[config.mk]
export PLATFORM = sky130hd
export DESIGN_NAME = tdmrs_conflict
export DESIGN_NICKNAME = d
export VERILOG_FILES = /design/src/tdmrs_pkg.sv /design/src/tdmrs_conflict.sv
export SDC_FILE = /design/constraint.sdc
export NUM_CORES = 1
export LEC_CHECK = 0
export BUFFER_PORTS_ARGS = -buffer_cell sky130_fd_sc_hd__buf_4
export CORE_MARGIN = 2
export CORE_UTILIZATION = 65
export DETAILED_ROUTE_END_ITERATION = 16
export PLACE_DENSITY = 0.89
export REMOVE_ABC_BUFFERS = 1
export SYNTH_ARGS = -nofsm -noshare
export SYNTH_HDL_FRONTEND = slang
export SYNTH_SLANG_ARGS = --single-unit
export TNS_END_PERCENT = 5
[constraint.sdc]
create_clock -name vclk -period 7.08
set_input_delay 0.354 -clock vclk [all_inputs]
set_output_delay 0.354 -clock vclk [all_outputs]
set_load 0.05 [all_outputs]
[src/tdmrs_pkg.sv]
// Shared types, codes and route key helpers for the TDM route scheduler.
package tdmrs_pkg;

    localparam int KEY_W  = 16;
    localparam int SLOT_W = KEY_W + 1;
    localparam int DIST_W = 7;
    localparam int CNT_W  = 12;
    localparam int SLEN_W = 13;

    typedef logic [KEY_W-1:0] t_key;

    localparam logic [1:0] CMD_LOAD  = 2'd0;
    localparam logic [1:0] CMD_RUN   = 2'd1;
    localparam logic [1:0] CMD_READ  = 2'd2;
    localparam logic [1:0] CMD_CLEAR = 2'd3;

    localparam logic [1:0] ST_OK    = 2'd0;
    localparam logic [1:0] ST_DROP  = 2'd1;
    localparam logic [1:0] ST_FULL  = 2'd2;
    localparam logic [1:0] ST_RANGE = 2'd3;

    localparam logic [1:0] MODE_LONG  = 2'd0;
    localparam logic [1:0] MODE_SHORT = 2'd1;
    localparam logic [1:0] MODE_NC    = 2'd2;
    localparam logic [1:0] MODE_RSVD  = 2'd3;

    localparam logic [2:0] DIR_NONE = 3'd0;

    typedef enum logic [3:0] {
        S_IDLE,
        S_CLR_SWEEP,
        S_RUN_SWEEP,
        S_LOAD_SCAN,
        S_LOAD_END,
        S_READ,
        S_SEL,
        S_PICK,
        S_TSTART,
        S_TSCAN,
        S_PLACE,
        S_REM
    } t_state;

    function automatic logic [2:0] key_da(input t_key k);
        return k[15:13];
    endfunction

    function automatic logic [4:0] key_la(input t_key k);
        return k[12:8];
    endfunction

    function automatic logic [2:0] key_db(input t_key k);
        return k[7:5];
    endfunction

    function automatic logic [4:0] key_lb(input t_key k);
        return k[4:0];
    endfunction

    function automatic logic [5:0] key_len(input t_key k);
        return {1'b0, k[12:8]} + {1'b0, k[4:0]};
    endfunction

endpackage

[src/tdmrs_conflict.sv]
// Conflict offset check between an earlier route a and a later route b.
module tdmrs_conflict (
    input  tdmrs_pkg::t_key              i_key_a,
    input  tdmrs_pkg::t_key              i_key_b,
    input  logic [tdmrs_pkg::DIST_W-1:0] i_dist,
    output logic                         o_hit,
    output logic                         o_only_zero
);

    always_comb begin
        logic signed [7:0] ala, alb, bla, blb, d, t1, t3, x;
        logic [2:0]        ada, adb, bda, bdb;
        logic signed [7:0] lo [4];
        logic signed [7:0] hi [4];
        logic              en [4];
        logic              ok;

        ada = tdmrs_pkg::key_da(i_key_a);
        adb = tdmrs_pkg::key_db(i_key_a);
        bda = tdmrs_pkg::key_da(i_key_b);
        bdb = tdmrs_pkg::key_db(i_key_b);
        ala = $signed({3'b000, tdmrs_pkg::key_la(i_key_a)});
        alb = $signed({3'b000, tdmrs_pkg::key_lb(i_key_a)});
        bla = $signed({3'b000, tdmrs_pkg::key_la(i_key_b)});
        blb = $signed({3'b000, tdmrs_pkg::key_lb(i_key_b)});
        d   = $signed({1'b0, i_dist});

        // same slot always collides
        en[0] = 1'b1;
        lo[0] = 8'sd0;
        hi[0] = 8'sd0;

        // first-leg overlap
        en[1] = 1'b0;
        lo[1] = 8'sd0;
        hi[1] = 8'sd0;
        if (ada == bda) begin
            en[1] = 1'b1;
            hi[1] = ala - 8'sd1;
        end else if (ada == bdb && blb != 8'sd0 && (ala - bla - 8'sd1) > 8'sd0) begin
            en[1] = 1'b1;
            hi[1] = ala - bla - 8'sd1;
        end

        // second-leg overlap
        en[2] = 1'b0;
        lo[2] = 8'sd0;
        hi[2] = 8'sd0;
        t1 = ala + alb - bla - 8'sd1;
        if (adb == bdb && alb != 8'sd0 && blb != 8'sd0 && t1 > 8'sd0) begin
            x     = ala - bla - blb + 8'sd1;
            en[2] = 1'b1;
            lo[2] = (x > 8'sd0) ? x : 8'sd0;
            hi[2] = t1;
        end else if (adb == bda && alb != 8'sd0) begin
            x     = ala - bla + 8'sd1;
            en[2] = 1'b1;
            lo[2] = (x > 8'sd0) ? x : 8'sd0;
            hi[2] = ala + alb - 8'sd1;
        end else begin
            x = 8'sd0;
        end

        // arrival difference
        t3    = ala + alb - bla - blb;
        en[3] = (t3 > 8'sd0);
        lo[3] = t3;
        hi[3] = t3;

        o_hit       = 1'b0;
        o_only_zero = 1'b1;
        for (int j = 0; j < 4; j++) begin
            ok = en[j] && (lo[j] <= hi[j]);
            if (ok && lo[j] <= d && d <= hi[j]) begin
                o_hit = 1'b1;
            end
            if (ok && hi[j] > 8'sd0) begin
                o_only_zero = 1'b0;
            end
        end
    end

endmodule

Yosys cells after proc, flatten, opt, wreduce, memory -nomap -nowiden
Index checks and enable logic that the tools add are counted.
{"block": "word_totals", "register_bits": 0, "latch_bits": 0, "ram_bits": 0, "romBits": 0, "output_inout_bits": 2, "wordCells": 69, "mem_count": 0}
{"block": "classes", "add_sub_neg": 11, "mul": 0, "div_mod_pow": 0, "magnitude_cmp": 16, "eq_ne": 4, "n_shift": 0, "n_mux": 19, "bitwise_logic": 0, "reduce_logical": 19}
{"op": "$mux 8", "count": 8}
{"op": "$le 8x8->1", "count": 7}
{"op": "$gt 8x1->1 const B", "count": 6}
{"op": "$logic_and 1x1->1", "count": 17}
{"op": "$eq 3x3->1", "count": 4}
{"op": "$mux 1", "count": 11}
{"op": "$reduce_bool 5->1", "count": 2}
{"op": "$add 8x2->8 const B", "count": 1}
{"op": "$le 1x8->1 const A", "count": 1}
{"op": "$sub 7x2->8 const B", "count": 1}
{"op": "$sub 7x6->8", "count": 1}
{"op": "$sub 8x2->8 const B", "count": 1}
{"op": "$add 6x2->7 const B", "count": 1}
{"op": "$gt 7x1->1 const B", "count": 1}
{"op": "$le 7x1->1 const B", "count": 1}
{"op": "$sub 6x2->7 const B", "count": 1}
{"op": "$sub 6x5->7", "count": 1}
{"op": "$sub 6x6->7", "count": 1}
{"op": "$add 5x5->6", "count": 1}
{"op": "$sub 5x1->6 const B", "count": 1}
{"op": "$sub 5x5->6", "count": 1}

Depth between registers and ports, before layout
Gate-level depths: netlist of the first run.
{"block": "depth", "word_depth": 12, "depth_mapped": 25, "ltp_nobuf": 25}

Worst setup path before layout of the first run
No wires, ideal clock.
{"block": "synth_path", "path_type": "input to output", "startpoint": "input i_key_a[8]", "endpoint": "output o_only_zero", "arrival_time_ps": 5838, "required_ps": 6726, "setup_slack_ps": 888, "stages": 24, "cell_sequence": "inv_1 > ha_1 > inv_1 > fa_1 > xnor2_1 > inv_1 > ha_1 > nor2b_1 > o21ai_0 > a21boi_0 > a21oi_1 > nand4_1 > or2_2 > a21oi_1 > o32ai_1 > ha_1 > nor2b_1 > o21a_1 > o21a_1 > o211ai_1 > a21oi_1 > a221oi_1 > a21boi_1 > nor4bb_1"}
{"block": "synth_via", "elab_chain_len": 12, "word_cells_on_any_way": 43, "cone_classes": "add/sub: 11; order compare: 10; mux: 14; reduce/logical: 8"}
{"element": "start: declaration", "line_no": "tdmrs_conflict.sv:3", "text": "input tdmrs_pkg::t_key i_key_a,"}
{"element": "branches (longest 11 deep; another with $add 8x2->8)"}
{"element": "$mux 1 (*)", "line_no": "tdmrs_conflict.sv:77", "text": "if (ok && hi[j] > 8'sd0) begin"}
{"element": "end: declaration", "line_no": "tdmrs_conflict.sv:7", "text": "output logic o_only_zero"}
Mark *: on every way between the ends.

Final worst setup path of the first run
{"block": "layout_path", "startpoint": "input i_key_a[8]", "endpoint": "output o_hit"}
{"block": "layout_via", "elab_chain_len": 12, "word_cells_on_any_way": 48, "cone_classes": "add/sub: 11; order compare: 13; mux: 14; reduce/logical: 10"}
{"element": "$sub 5x5->6 / $add 5x5->6 (equally long branches)"}
{"element": "$sub 6x6->7 (tied with other cells)", "line_no": "tdmrs_conflict.sv:51", "text": "x = ala - bla - blb + 8'sd1;"}
{"element": "$add 8x2->8 (tied with other cells)", "line_no": "tdmrs_conflict.sv:51"}
{"element": "$gt 8x1->1 (tied with other cells)", "line_no": "tdmrs_conflict.sv:53", "text": "lo[2] = (x > 8'sd0) ? x : 8'sd0;"}
{"element": "$mux 8 (tied with other cells)", "line_no": "tdmrs_conflict.sv:53"}
{"element": "$mux 8, on equally long branches", "line_no": "tdmrs_conflict.sv:50, tdmrs_conflict.sv:37"}
{"element": "$le 8x8->1 / $le 1x8->1 (equally long branches)", "line_no": "tdmrs_conflict.sv:73", "text": "ok = en[j] && (lo[j] <= hi[j]);"}
{"element": "$logic_and 1x1->1", "line_no": "tdmrs_conflict.sv:73"}
{"element": "$logic_and 1x1->1", "line_no": "tdmrs_conflict.sv:74", "text": "if (ok && lo[j] <= d && d <= hi[j]) begin"}
{"element": "$logic_and 1x1->1 / $mux 1 (equally long branches)", "line_no": "tdmrs_conflict.sv:74"}
{"element": "$mux 1", "line_no": "tdmrs_conflict.sv:74"}
{"element": "$mux 1 (*)", "line_no": "tdmrs_conflict.sv:74"}
{"element": "end: declaration", "line_no": "tdmrs_conflict.sv:6", "text": "output logic o_hit,"}
Every way passes the cells marked *; elsewhere a longest branch is shown, timed or not.

==> metrics.md, run 1 <==
| Metric | Value |
|---|---|
| Area Growth Syn to Fin | `12.4%` |
| Element type at the critical path end | `output port` |
| Slowest CP cell | `o31a_1` |
| GRT overflow | `0` |
| DP Area | `3270 um^2` |
| Placed cell count | `486` |
| Die ar. | `5020 um^2` |
| Post-synthesis cell type count | `between 50 and 60` |
| Row count | `24` |
| Critical path data arrival time | `6090 ps` |
| Worst ir drop on vdd | `0.150 mV` |
| Initial antenna violation count | `0` |
| Global-route wire length before repair | `13500 um` |
| Mapped Avg Cell Area | `7.34 um^2` |
| Die height | `just over 70 um` |
| Most frequent cells in the layout | `ha_1, buf_4, inv_1, nor2_1, xnor2_1` |
| Setup_tns | `0 ps` |
| Drt pass-1 iters | `5` |
| Initial DRC Count | `167` |
| Worst path depth | `26` |
| Most common cell after layout, fill and taps aside | `ha_1` |
| Drc violations | `0` |
| Slew of the pin with the lowest slew margin | `just under 800 ps` |
| LEAKAGE | `1.49 nW` |
| Maxcap violations | `0` |
| CP Data Required Time | `6730 ps` |
| Fin. Hold Viols | `0` |
| Sequential cell count | `0` |
| Die width | `70.9 um` |
| Post-detail-place hpwl | `7070 um` |
| CP top delay family | `compound AO/OA/AOI/OAI gates` |
| Status | `completed` |
| Hold Crit Class | `in -> out` |
| Vias in the first global route | `3080` |
| Setup ws final | `approximately 640 ps` |
| Critical Path Sink | `o_hit` |
| Number of buffers added for setup after CTS | `0` |
| Via Count | `3058` |
| Initial core utilization | `67.2%` |
| Final core occ | `between 70% and 80%` |
| RSZ-0062 raised after global routing | `no` |
| CP max FO | `15` |
| Crit Path Category | `in -> out` |
| Largest net degree at the start of global routing | `16` |
| Ant diodes | `0` |
| # setup viols final | `0` |
| Power Density | `174 nW/um^2` |
| Ratio of cells with drive above 1 in the final layout | `12.4%` |
| GRT Util Overall | `32.3%` |
| Non-filler cells, final | `486` |
| Nets | `between 500 and 600` |
| Filler cells | `333` |
| Fin crit share | `91.0%` |
| Critical Path Max Stage Delay | `between 500 and 600 ps` |
| WP buf/inv | `4` |
| Seq/Total Area, Yosys | `0%` |
| Final Cell Area | `3270 um^2` |
| Worst setup path start | `i_key_a[8]` |
| FF+latch area | `0 um^2` |
| Startpoint class of the critical path | `input port` |
| Area of the multi-input gates | `roughly 2700 um^2` |
| Routed Antenna Nets | `0` |
| Clkbuf count | `0` |
| Cts repair resizes | `0` |
| # hold bufs at CTS | `0` |
| Core area | `between 4000 and 5000 um^2` |
| Dpl ws | `787 ps` |
| Final Max Slew Viols | `0` |
| Synth Warn # | `0` |
| Input/output buffers | `41` |
| WL final | `approximately 8000 um` |
| Slew headroom | `a little under half` |
| Fmax | `roughly 160 MHz` |
| Synthesized instance count | `396` |
| RD Place Congestion | `0.938` |
| DR WL/cell | `16.5 um` |
| I/O pin cnt | `41` |
| Vias/cell | `6.29` |
| Period minus WS final | `6440 ps` |
| Post-Syn Area | `2910 um^2` |
[where the power goes]
group	switching, mW	total, mW	internal [mW]
Sequential	0	0	0
Combinational	0.333	0.567	0.234
Clock	0	0	0
[how the worst min path moves through the flow]
stage / start / end / slack [ps] / depth (start not counted)
6_report: i_dist[4] / o_hit / 1320 / 5
5_1_grt: i_dist[4] / o_hit / 1400 / 5
4_1_cts: i_dist[4] / o_hit / 1310 / 5
3_5_place_dp: i_dist[4] / o_hit / 1310 / 5
3_3_place_gp: i_dist[4] / o_hit / 1310 / 5
2_1_floorplan: i_key_a[8] / o_only_zero / 1210 / 3
[worst min-delay path: cells and delay by family]
| family | cells | cell delay [ps] |
|---|---|---|
| buf+inv | 2 | 310 |
| compound gates | 2 | 220 |
| xor+xnor | 1 | 70 |
[per-stage QoR]
step / hold WS [ps] / power [mW]
final: 1320 / 0.567
after global routing: 1400 / 0.624
after CTS: 1310 / 0.556
after detailed placement: 1310 / 0.553
after global placement: 1310 / 0.537
after floorplan: 1210 / 0.423
[routing by layer]
metal / up-vias / share of wire (%) / track usage, %
li1: 1514 / - / -
met1: 1392 / 43 / 40.0
met2: 117 / 47 / 56.5
met3: 35 / 5.0 / 2.28
met4: 0 / 4.9 / 15.5
met5: - / 0 / 0
[synth_stat cells (3+ instances only)]
master / count / share of area [%]
o211ai_1: 3 / 0.77
nor3_1: 11 / 1.9
o22ai_1: 6 / 1.3
nand2_1: 16 / 2.1
nand3_1: 18 / 3.1
nand2b_1: 9 / 1.9
nor2b_1: 9 / 1.9
a21o_1: 5 / 1.3
nor4_1: 3 / 0.65
or4_1: 3 / 0.77
and3_1: 3 / 0.65
xor2_1: 22 / 6.6
o21ai_0: 19 / 3.3
nor2_1: 37 / 4.8
o31a_1: 4 / 1.2
fa_1: 5 / 3.4
xnor2_1: 31 / 9.3
a2111oi_0: 3 / 0.90
o31ai_1: 3 / 0.77
ha_1: 61 / 26
inv_1: 38 / 4.9
o21a_1: 5 / 1.3
o32ai_1: 3 / 0.90
a21oi_1: 27 / 4.6
buf_2: 4 / 0.69
or2_2: 3 / 0.65
nand4_1: 6 / 1.3
[layout make-up]
class              count  area share, %
inverters             38           4.36
multi-input cells    354           84.0
well taps             52           1.99
repair buffers        42           9.65
[cell families (layout without fill, tap and decap cells)]
| kind of cell | after synthesis | count (layout) | synth area share (%) |
|---|---|---|---|
| and+or+nand+nor | 132 | 132 | 24.1 |
| AOI/OAI and AO/OA | 98 | 98 | 22.1 |
| adders and majority gates | 66 | 66 | 29.7 |
| xor gates and xnor gates | 56 | 56 | 18.0 |
| buffers and inverters | 42 | 80 | 5.59 |
| other | 1 | 1 | 0.129 |
| muxes | 1 | 1 | 0.344 |
Note: power is estimated with default switching activity, not from simulation.
==> run 2: changes to the inputs <==
--- a/config.mk
+++ b/config.mk
@@ -7,9 +7,9 @@
 export LEC_CHECK = 0
 export BUFFER_PORTS_ARGS = -buffer_cell sky130_fd_sc_hd__buf_4
 export CORE_MARGIN = 2
-export CORE_UTILIZATION = 65
+export CORE_UTILIZATION = 56
 export DETAILED_ROUTE_END_ITERATION = 16
-export PLACE_DENSITY = 0.89
+export PLACE_DENSITY = 0.81
 export REMOVE_ABC_BUFFERS = 1
 export SYNTH_ARGS = -nofsm -noshare
 export SYNTH_HDL_FRONTEND = slang
==> constraint.sdc (replaced) <==
create_clock -name vclk -period 5.4
set_input_delay 0.27 -clock vclk [all_inputs]
set_output_delay 0.27 -clock vclk [all_outputs]
set_load 0.05 [all_outputs]
==> run 2 against run 1 <==
  * Cell area up 16%
  * Non-clock buffer count grew 35
  * Hold slack worse by 150 ps
  * Count of clock-buffer cells in the layout did not move
  * Die area grew 15%
  * Largest cell class unchanged
  * First-iteration DRC count is 3.0% higher
  * Utilization decreased by 0.95 points
  * Global-route usage down 2.5 points
  * Critical path depth unchanged
  * Combinational power grew 59%
  * Final cell count grew 11%
  * Sequential share of layout area stayed put
==> metrics.md, run 2 (same netlist as run 1, synthesis figures left out) <==
| Metric | Value |
|---|---|
| DR WL/cell | `16.8 um (was 16.5 um)` |
| # setup viols final | `0 (unchanged)` |
| Area of the multi-input gates | `2960 um^2 (was 2750 um^2)` |
| Core area | `5070 um^2 (was 4320 um^2)` |
| Fin crit share | `99.7%` |
| Critical path data arrival time | `5120 ps (was 6090 ps)` |
| Initial DRC Count | `172 (was 167)` |
| RSZ-0062 raised after global routing | `yes (was no)` |
| WL final | `9050 um (was 8040 um)` |
| Final Max Slew Viols | `0 (unchanged)` |
| Initial antenna violation count | `0 (unchanged)` |
| Filler cells | `432 (was 333)` |
| Initial core utilization | `57.3% (was 67.2%)` |
| Fmax | `186 MHz` |
| GRT overflow | `0 (unchanged)` |
| Int Power | `0.412 mW (was 0.234 mW)` |
| RD Place Congestion | `0.964 (was 0.938)` |
| Power Density | `238 nW/um^2 (was 174 nW/um^2)` |
| Combinational power share | `100.0% (about the same)` |
| GRT Util Overall | `29.8% (was 32.3%)` |
| Nets | `576 (was 541)` |
| CP max FO | `4 (was 15)` |
| Startpoint class of the critical path | `input port (unchanged)` |
| Die height | `76.1 um (was 70.9 um)` |
| Crit Path Category | `in -> out (unchanged)` |
| Drt pass-1 iters | `5 (unchanged)` |
| Clkbuf count | `0 (unchanged)` |
| Fin. Hold Viols | `0 (unchanged)` |
| Post-detail-place hpwl | `7470 um (was 7070 um)` |
| Slew headroom | `61.7% (was 47.6%)` |
| Element type at the critical path end | `output port (unchanged)` |
| Vias/cell | `5.99 (was 6.29)` |
| Clk pwr share | `0% (about the same)` |
| Largest net degree at the start of global routing | `14 (was 16)` |
| Most common cell after layout, fill and taps aside | `buf_4 (was ha_1)` |
| Ratio of cells with drive above 1 in the final layout | `26.9% (was 12.4%)` |
| Via Count | `3226 (was 3058)` |
| Die ar. | `5790 um^2 (was 5020 um^2)` |
| Sequential cell count | `0 (unchanged)` |
| Hold Crit Class | `in -> out (unchanged)` |
| Ant diodes | `0 (unchanged)` |
| Reg power frac | `0% (about the same)` |
| Switching Share | `54.2% (was 58.7%)` |
| Drc violations | `0 (unchanged)` |
| Worst setup path start | `i_key_a[8] (unchanged)` |
| Status | `completed (unchanged)` |
| Setup_tns | `0 ps (unchanged)` |
| Most frequent cells in the layout | `buf_4, ha_1, nor2_1, inv_1, xnor2_1 (was ha_1, buf_4, inv_1, nor2_1, xnor2_1)` |
| FF+latch area | `0 um^2 (unchanged)` |
| LEAKAGE | `1.73 nW (was 1.49 nW)` |
| Row count | `26 (was 24)` |
| Vias in the first global route | `3182 (was 3080)` |
| Final core occ | `74.6% (was 75.6%)` |
| Maxcap violations | `0 (unchanged)` |
| P_sw | `0.488 mW (was 0.333 mW)` |
| CP Data Required Time | `5130 ps (was 6730 ps)` |
| Slew of the pin with the lowest slew margin | `570 ps (was 780 ps)` |
| Period minus WS final | `5390 ps` |
| Die width | `76.1 um (was 70.9 um)` |
| I/O pin cnt | `41 (unchanged)` |
| Area Growth Syn to Fin | `30.2% (was 12.4%)` |
| Routed Antenna Nets | `0 (unchanged)` |
| Worst ir drop on vdd | `0.131 mV (was 0.150 mV)` |
| Global-route wire length before repair | `14500 um (was 13500 um)` |
| Input/output buffers | `41 (unchanged)` |
| Critical Path Sink | `o_hit (unchanged)` |
run 2: changes by cell type in the layout (fill, tap and decap cells not counted), moves of 4 or more:
cell / change
ha_1: -5
buf_4: +31
o21ai_0: -4
a21oi_1: -8
a21oi_2: +7
run 2: how the worst min path moves through the flow:
stage	end	cells after the start	slack [ps]	startpoint
floorplan	o_only_zero	3	1040	i_key_a[8]
global placement	o_hit	5	1140	i_dist[4]
detailed placement	o_hit	5	1140	i_dist[4]
CTS	o_hit	5	1150	i_dist[4]
global route	o_hit	5	1180	i_dist[4]
finish	o_hit	5	1170	i_dist[4]
run 2: layer usage:
| layer | GRT usage, % | wire length (um) | vias to the layer above |
|---|---|---|---|
| li1 | - | - | 1584 |
| met2 | 54.5 | 4360 | 112 |
| met5 | 0 | 0 | - |
| met1 | 38.3 | 3890 | 1501 |
| met3 | 1.66 | 440 | 29 |
| met4 | 7.09 | 358 | 0 |
run 2: area by class of cell:
cell class | instances | area share (%)
inverters | 38 | 3.77
multi-input cells | 354 | 78.2
well taps | 70 | 2.31
repair buffers | 77 | 15.7
run 2: critical path, stage by stage:
cell	delay, ps
buf_8	80
ha_4	120
inv_2	40
fa_2	420
nand2b_4	170
a21oi_4	170
xnor2_2	160
inv_2	80
ha_4	270
o21a_1	110
o31a_1	220
nor4_4	70
nor4_4	230
o31a_1	330
o21ai_2	130
o32ai_4	300
ha_1	290
nor2b_4	130
o21a_1	170
o21a_1	160
o211ai_1	200
a21oi_2	90
a221oi_2	330
o21ai_1	130
o211ai_1	200
buf_4	230
run 2: power groups by stage:
| stage | clock, mW | combinational [mW] | sequential (mW) |
|---|---|---|---|
| 2_1_floorplan | 0 | 0.555 | 0 |
| 3_3_place_gp | 0 | 0.783 | 0 |
| 3_5_place_dp | 0 | 0.805 | 0 |
| 4_1_cts | 0 | 0.818 | 0 |
| 5_1_grt | 0 | 0.981 | 0 |
| 6_report | 0 | 0.900 | 0 |
run 2: per-stage QoR:
stage	hold slack, ps	instances	power [mW]	instance area, um^2	worst slack (ps)
6_report	1170	539	0.900	3790	14.2
5_1_grt	1180	539	0.981	3790	-168
4_1_cts	1150	533	0.818	3540	12.7
3_5_place_dp	1140	533	0.805	3510	-326
3_3_place_gp	1140	533	0.783	3510	-134
2_1_floorplan	1040	392	0.555	2890	-661
run 2: repair_timing:
| item | in CTS | in global routing |
|---|---|---|
| gates cloned | 0 | 1 |
| pin swaps | 5 | 19 |
| hold buffers | 0 | 0 |
| buffers inserted | 0 | 6 |
| resized for setup | 8 | 48 |
| endpoints found under the setup margin | 2 | 2 |
